==> config.mk <==
export PLATFORM = sky130hd
export DESIGN_NAME = lspc_ctrl
export DESIGN_NICKNAME = d
export VERILOG_FILES = /design/src/hdl/lspc_pkg.sv /design/src/hdl/lspc_ctrl.sv
export SDC_FILE = /design/constraint.sdc
export NUM_CORES = 1
export LEC_CHECK = 0
export ABC_AREA = 1
export BUFFER_PORTS_ARGS = -buffer_cell sky130_fd_sc_hd__buf_2
export CORE_AREA = 4 4 41 43
export DETAILED_ROUTE_END_ITERATION = 8
export DIE_AREA = 0 0 45 47
export PLACE_DENSITY_LB_ADDON = 0.05
export REMOVE_ABC_BUFFERS = 1
export SYNTH_ARGS = -nofsm -noshare
export SYNTH_HDL_FRONTEND = slang
export SYNTH_SLANG_ARGS = --single-unit
==> constraint.sdc <==
create_clock -name clk -period 1.48 [get_ports clk]
set_input_delay 0.148 -clock clk [delete_from_list [all_inputs] [get_ports clk]]
set_output_delay 0.148 -clock clk [all_outputs]
set_load 0.1 [all_outputs]
==> src/hdl/lspc_pkg.sv <==
// Shared constants, codes, state and handshake types for the leaf split-point chooser.
// No dependencies; every other file in hdl/ imports this package.
package lspc_pkg;

  localparam int MAX_RECORDS = 1024;
  localparam int SUM_W       = 24;
  localparam int ADDR_W      = $clog2(MAX_RECORDS);
  localparam int CNT_W       = $clog2(MAX_RECORDS + 1);
  localparam int KEY_W       = 16;
  localparam int VAL_W       = 16;
  localparam int UB_W        = 16;
  localparam int OVH_W       = 8;
  localparam int FP_W        = 18;
  localparam int CFG_IDX_W   = 1;
  localparam int CFG_DATA_W  = 16;
  localparam int STATUS_W    = 2;

  localparam logic [SUM_W-1:0] SUM_MAX          = {SUM_W{1'b1}};
  localparam logic [UB_W-1:0]  USABLE_RESET     = UB_W'(4064);
  localparam logic [OVH_W-1:0] OVERHEAD_RESET   = OVH_W'(8);

  typedef enum logic [STATUS_W-1:0] {
    SPLIT_CHOSEN = 2'd0,
    SPLIT_FEW    = 2'd1,
    SPLIT_NONE   = 2'd2
  } split_status_t;

  typedef enum logic [CFG_IDX_W-1:0] {
    REG_PAGE_BYTES      = 1'b0,
    REG_RECORD_OVERHEAD = 1'b1
  } cfg_reg_t;

  typedef enum logic [2:0] {
    ST_LOAD,
    ST_EVAL,
    ST_SCAN,
    ST_DRAIN,
    ST_FINISH
  } lspc_state_t;

  typedef struct packed {
    logic load_en;
    logic scan_start;
    logic scan_issue;
    logic finish;
  } lspc_cmd_t;

  typedef struct packed {
    logic last_in;
    logic short_or_tail;
    logic scan_last;
    logic pipe_busy;
    logic out_free;
  } lspc_stat_t;

endpackage

==> src/hdl/lspc_ctrl.sv <==
// Controller state machine: record loading, split scan sequencing and result hand-off.
// Depends on lspc_pkg for the state enum and the command/status structs.
module lspc_ctrl
  import lspc_pkg::*;
(
  input  logic       clk,
  input  logic       rst_n,
  input  lspc_stat_t stat,
  output lspc_cmd_t  cmd
);

  lspc_state_t state_r, state_nxt;

  always_ff @(posedge clk) begin
    if (!rst_n) begin
      state_r <= ST_LOAD;
    end else begin
      state_r <= state_nxt;
    end
  end

  always_comb begin
    state_nxt = state_r;
    unique case (state_r)
      ST_LOAD: begin
        if (stat.last_in) state_nxt = ST_EVAL;
      end
      ST_EVAL: begin
        if (stat.short_or_tail) state_nxt = ST_FINISH;
        else                    state_nxt = ST_SCAN;
      end
      ST_SCAN: begin
        if (stat.scan_last) state_nxt = ST_DRAIN;
      end
      ST_DRAIN: begin
        if (!stat.pipe_busy) state_nxt = ST_FINISH;
      end
      ST_FINISH: begin
        if (stat.out_free) state_nxt = ST_LOAD;
      end
      default: state_nxt = ST_LOAD;
    endcase
  end

  always_comb begin
    cmd = '0;
    unique case (state_r)
      ST_LOAD:   cmd.load_en    = 1'b1;
      ST_EVAL:   cmd.scan_start = !stat.short_or_tail;
      ST_SCAN:   cmd.scan_issue = 1'b1;
      ST_DRAIN:  cmd = '0;
      ST_FINISH: cmd.finish     = stat.out_free;
      default:   cmd = '0;
    endcase
  end

`ifndef ASSERT_OFF
  // Records are taken only while loading.
  a_load_only: assert property (@(posedge clk) disable iff (!rst_n)
    cmd.load_en |-> state_r == ST_LOAD)
    else $error("load enabled outside loading");

  // Scan reads never overlap the result hand-off.
  a_issue_not_finish: assert property (@(posedge clk) disable iff (!rst_n)
    !(cmd.scan_issue && cmd.finish))
    else $error("scan read issued while finishing");

  // A last record always leads into evaluation.
  a_last_to_eval: assert property (@(posedge clk) disable iff (!rst_n)
    (state_r == ST_LOAD && stat.last_in) |=> state_r == ST_EVAL)
    else $error("last record did not start evaluation");
`endif

endmodule

==> reports/qor.txt, run 1 <==
DR pass1 iterations = 2
post-DP HPWL = 503 um
CTS Buffer Depth = 2
Root Buffer = clkbuf_4
Via Count = 266
worst-path cell chain = nor2_2, inv_2, nor2_1, buf_12
drt initial violations = 7
crit path capture type = output port
Post-DRT Antenna Nets = 0
Yosys cell types = 12
CP Buf/Inv Count = 2
largest net degree at the start of global routing = 10
slowest stage delay, CP = 0.35 ns
layout cells sized above 1 = 0.434
flop-to-flop setup slack = 0.37 ns
synthesized area = 231 um^2
yosys warns = 0
Largest Register = state_r
grt ovf = 0
dominant cells by area after synthesis = dfxtp_1, nand2_1, nor2_1, inv_1, nor2_2
Clock Skews = 0.00301 ns
GRT Util Overall = 0.0718
Initial Utilization = 0.178
placed insts = 64
total setup buffers inserted after CTS = 0
Slowest-stage cell, CP = dfxtp_1
vias per cell = 3.91
Final Instance Count excl. Fillers = 68
gpl congestion = 0.679
CTS tree = done
fmax = 0.724 GHz
RR Startpoint = state_r[0]$_SDFFE_PN0P_
Die ar. = 0.00212 mm^2
post-route setup TNS = 0 ns
Seq/Total Area, Yosys = 0.259
startpoint class of the critical path = register
core footprint = 0.00130 mm^2
Min Clock Period, post-route = 1.38 ns
largest registers = state_r: 3 flops
final cycle utilization of the critical path = 0.933
I/O pin cnt = 11
clock latency at the later pin of the worst-skew pair = 0.23 ns
hold wc startpoint = rst_n
slew of the pin with the lowest slew margin = 0.324 ns
diode count = 0
Hold Path End = state_r[1]$_SDFFE_PN0P_
Std-Cell Rows = 13
final net count = 61
# DRC = 0
WP data required = 1.33 ns
Area Growth Syn to Fin = 65.4%
drt wl/cell = 8.94 um
status = complete, no violations
Critical Setup Path Class = reg2out
first-pass GRT wire length = 1070 um
Hold Path Class = in2reg
Critical Path AT = 1.23 ns
crit-path max FO = 5
final wirelength = 608 um
# H-tree levels = 1
register bit count reported by yosys = 3
R2R depth = 7
chip height = 47 um
max-cap viol count = 0
syn avg cell area = 5.79 um^2
Rel. slew slack = 0.782
CTS buffer count = 3
PnR worst setup slack = 0.0995 ns
Worst-path clk slew = 0.03 ns
Die W = 45 um
RSZ-0062 raised after global routing = true
# port buffers = 10
pre-CTS setup slack = 0.207 ns
setup violators final = 0
initial antenna violation count = 0
Sink Count = 3
Reg-to-Reg End = state_r[1]$_SDFFE_PN0P_
CP top delay family = simple AND/OR/NAND/NOR gates
Yosys top cell area share = 0.259
Post-Syn Instances = 40
final hold violation count = 0
hold path cells = 3
Synth area leader = dfxtp_1
Max Slew Vio Count = 0
vias in the first global route = 286
Largest register FFs = 3
## worst min-delay path, stage by stage
cell and delay [ns]:
buf_2 0.10, nand2_1 0.05, nor2_1 0.03
## final cells by class
cell class | instances | area [um^2]
fill | 160 | 918
sequential | 3 | 61.3
inverter | 9 | 33.8
clock buffer | 4 | 26.3
timing repair buffer | 10 | 110
tap | 15 | 18.8
multi-input combinational | 27 | 133
## synthesized netlist by cell type
library cell / count
a21oi_1: 2
buf_6: 1
dfxtp_1: 3
inv_1: 6
inv_2: 3
nand2_1: 8
nand2_2: 1
nand3_1: 3
nor2_1: 8
nor2_2: 3
nor3_2: 1
nor4_1: 1
## worst max path at each step
| stage | to | cells after the start | from | slack [ns] |
|---|---|---|---|---|
| final | cmd[3] | 4 | state_r[0]$_SDFFE_PN0P_ | 0.1 |
| after global routing | cmd[1] | 4 | state_r[0]$_SDFFE_PN0P_ | -0.002 |
| after CTS | cmd[1] | 3 | state_r[1]$_SDFFE_PN0P_ | 0.04 |
| after detailed placement | cmd[0] | 2 | state_r[1]$_SDFFE_PN0P_ | 0.21 |
| after global placement | cmd[0] | 2 | state_r[1]$_SDFFE_PN0P_ | 0.23 |
| after floorplan | cmd[0] | 1 | state_r[1]$_SDFFE_PN0P_ | -1.98 |
## cell families after synthesis
| kind of cell | synth area share |
|---|---|
| and+or+nand+nor | 0.503 |
| buffers and inverters | 0.195 |
| DFF | 0.259 |
| AOI/OAI and AO/OA | 0.0432 |
## what timing repair did
action | CTS | global route
hold buffers | 0 | 0
setup endpoints to repair | 1 | 2
gates resized for setup | 1 | 1
## metal layers
layer  part of all wire  wire [um]  vias to the layer above  track usage
li1                   -          -                      144            -
met1               0.48        290                      115       0.0816
met2               0.49        296                        7        0.113
met3              0.036         22                        0       0.0460
met4                  0          0                        0       0.0175
met5                  0          0                        -            0
## placed cells by master (no fill, tap or decap)
master    Yosys  layout
nand2_1       8       8
nor2_1        8       8
inv_1         6       6
buf_2         0       6
buf_12        0       4
nor2_2        3       3
inv_2         3       3
nand3_1       3       3
clkbuf_4      0       3
a21oi_1       2       2
dfxtp_1       3       2
nor3_2        1       1
nor4_2        0       1
nand2_2       1       1
clkbuf_1      0       1
dfxtp_2       0       1
## per-stage QoR
| step | hold slack (ns) | util | cell area, um^2 |
|---|---|---|---|
| after floorplan | 0.268 | - | 220 |
| after global placement | 0.384 | 0.268 | 349 |
| after detailed placement | 0.392 | 0.268 | 349 |
| after CTS | 0.149 | 0.293 | 382 |
| after global routing | 0.146 | 0.294 | 383 |
| final | 0.148 | 0.294 | 383 |
Power of run 1 is left out: the tool's default activity adds up to more than one toggle a clock period on the data nets, which glitch-free logic cannot reach.
==> run 2, diff against run 1 <==
- RECOVER_POWER: default -> 100
==> reports/qor.txt, run 2 (same netlist as run 1, synthesis figures left out) <==
status = complete, no violations
fmax = 0.724 GHz (about the same)
GRT Util Overall = 0.0718 (unchanged)
WP data required = 1.33 ns (about the same)
met1 usage = 0.0816 (unchanged)
slew of the pin with the lowest slew margin = 0.324 ns (unchanged)
post-DP HPWL = 503 um (unchanged)
Hold Path Class = in2reg
layout cells sized above 1 = 0.415 (-0.0189)
final cycle utilization of the critical path = 0.933 (about the same)
final wirelength = 610 um (+0.33%)
Critical Setup Path Class = reg2out
Std-Cell Rows = 13 (unchanged)
CTS Buffer Depth = 2 (unchanged)
largest registers = state_r: 3 flops
max-cap viol count = 0 (unchanged)
Rel. slew slack = 0.782 (unchanged)
vias in the first global route = 286 (unchanged)
setup violators final = 0 (unchanged)
CTS buffer count = 3 (unchanged)
core footprint = 0.00130 mm^2 (unchanged)
drt wl/cell = 8.97 um (+0.33%)
Root Buffer = clkbuf_4
Critical Path AT = 1.23 ns (about the same)
# H-tree levels = 1 (unchanged)
RR Startpoint = state_r[1]$_SDFFE_PN0P_
PnR worst setup slack = 0.0994 ns (-0.000188 ns)
Final Instance Count excl. Fillers = 68 (unchanged)
Max Slew Vio Count = 0 (unchanged)
clock latency at the later pin of the worst-skew pair = 0.23 ns (about the same)
first-pass GRT wire length = 1070 um (unchanged)
# port buffers = 10 (unchanged)
diode count = 0 (unchanged)
worst-path cell chain = nor2_2, inv_2, nor2_1, buf_12
crit-path max FO = 5 (unchanged)
largest net degree at the start of global routing = 10 (unchanged)
hold wc startpoint = rst_n
Largest Register = state_r
commonest non-fill, non-tap cell in the layout = nor2_1
# DRC = 0 (unchanged)
Die W = 45 um (unchanged)
startpoint class of the critical path = register
pre-CTS setup slack = 0.207 ns (unchanged)
vias per cell = 3.91 (unchanged)
Worst-path clk slew = 0.03 ns (about the same)
Post-DRT Antenna Nets = 0 (unchanged)
Via Count = 266 (unchanged)
Worst setup startpoint = state_r[0]$_SDFFE_PN0P_
met2 Resource Use GR = 0.113 (unchanged)
Slowest-stage cell, CP = dfxtp_1
Min Clock Period, post-route = 1.38 ns (+0.000188 ns)
RSZ-0062 raised after global routing = true
initial antenna violation count = 0 (unchanged)
Die ar. = 0.00212 mm^2 (unchanged)
grt ovf = 0 (unchanged)
final net count = 61 (unchanged)
final hold violation count = 0 (unchanged)
met3 Resource Use GR = 0.0460 (unchanged)
DR pass1 iterations = 2 (unchanged)
chip height = 47 um (unchanged)
I/O pin cnt = 11 (unchanged)
Initial Utilization = 0.178 (unchanged)
drt initial violations = 7 (unchanged)
gpl congestion = 0.679 (unchanged)
CTS tree = done
Clock Skews = 0.00301 ns (unchanged)
Area Growth Syn to Fin = 58.9%
final hold slack = 0.148 ns (unchanged)
placed insts = 64 (unchanged)
slowest stage delay, CP = 0.35 ns (about the same)
GR peak layer = met2
Largest register FFs = 3 (unchanged)
Sink Count = 3 (unchanged)
crit path capture type = output port
most frequent cells in the layout = nor2_1, nand2_1, inv_1, buf_2
cts hold-fix bufs = 0 (unchanged)
-- run 2: worst paths after layout --
path                                  end  slack [ns]  depth (start not counted)
setup / recovery                   cmd[3]         0.1                          4
setup reg to reg  state_r[1]$_SDFFE_PN0P_        0.32                          7
hold reg to reg   state_r[1]$_SDFFE_PN0P_        0.57                          2
hold / removal    state_r[1]$_SDFFE_PN0P_        0.15                          3
-- run 2: layout make-up --
type,instances,area (um^2)
Clock buffer,4,26.3
Fill cell,161,933
Inverter,9,33.8
Multi-Input combinational cell,27,130
Sequential cell,3,61.3
Tap cell,15,18.8
Timing Repair Buffer,10,97.6
-- run 2: what timing repair did --
item	CTS	global route
setup endpoints to repair	1	2
buffers inserted	0	0
gates resized for setup	1	1
-- run 2: metal layers --
layer | share of wire | routed length [um]
met1 | 0.48 | 292
met2 | 0.48 | 295
met3 | 0.036 | 22
met4 | 0 | 0
met5 | 0 | 0
-- run 2: through the flow --
| stage | cell area, um^2 | setup TNS, ns | utilization |
|---|---|---|---|
| 2_1_floorplan | 220 | -3.33 | - |
| 6_report | 368 | 0 | 0.283 |
| 4_1_cts | 382 | 0 | 0.293 |
| 3_5_place_dp | 349 | 0 | 0.268 |
| 3_3_place_gp | 349 | 0 | 0.268 |
| 5_1_grt | 368 | -0.00167 | 0.283 |
-- run 2: critical path: cells and delay by family, from the launching register on --
kind	cells	cell delay (ns)
simple gates	2	0.39
flops	1	0.35
buf+inv	2	0.26
Power of run 2 is left out for the same reason.
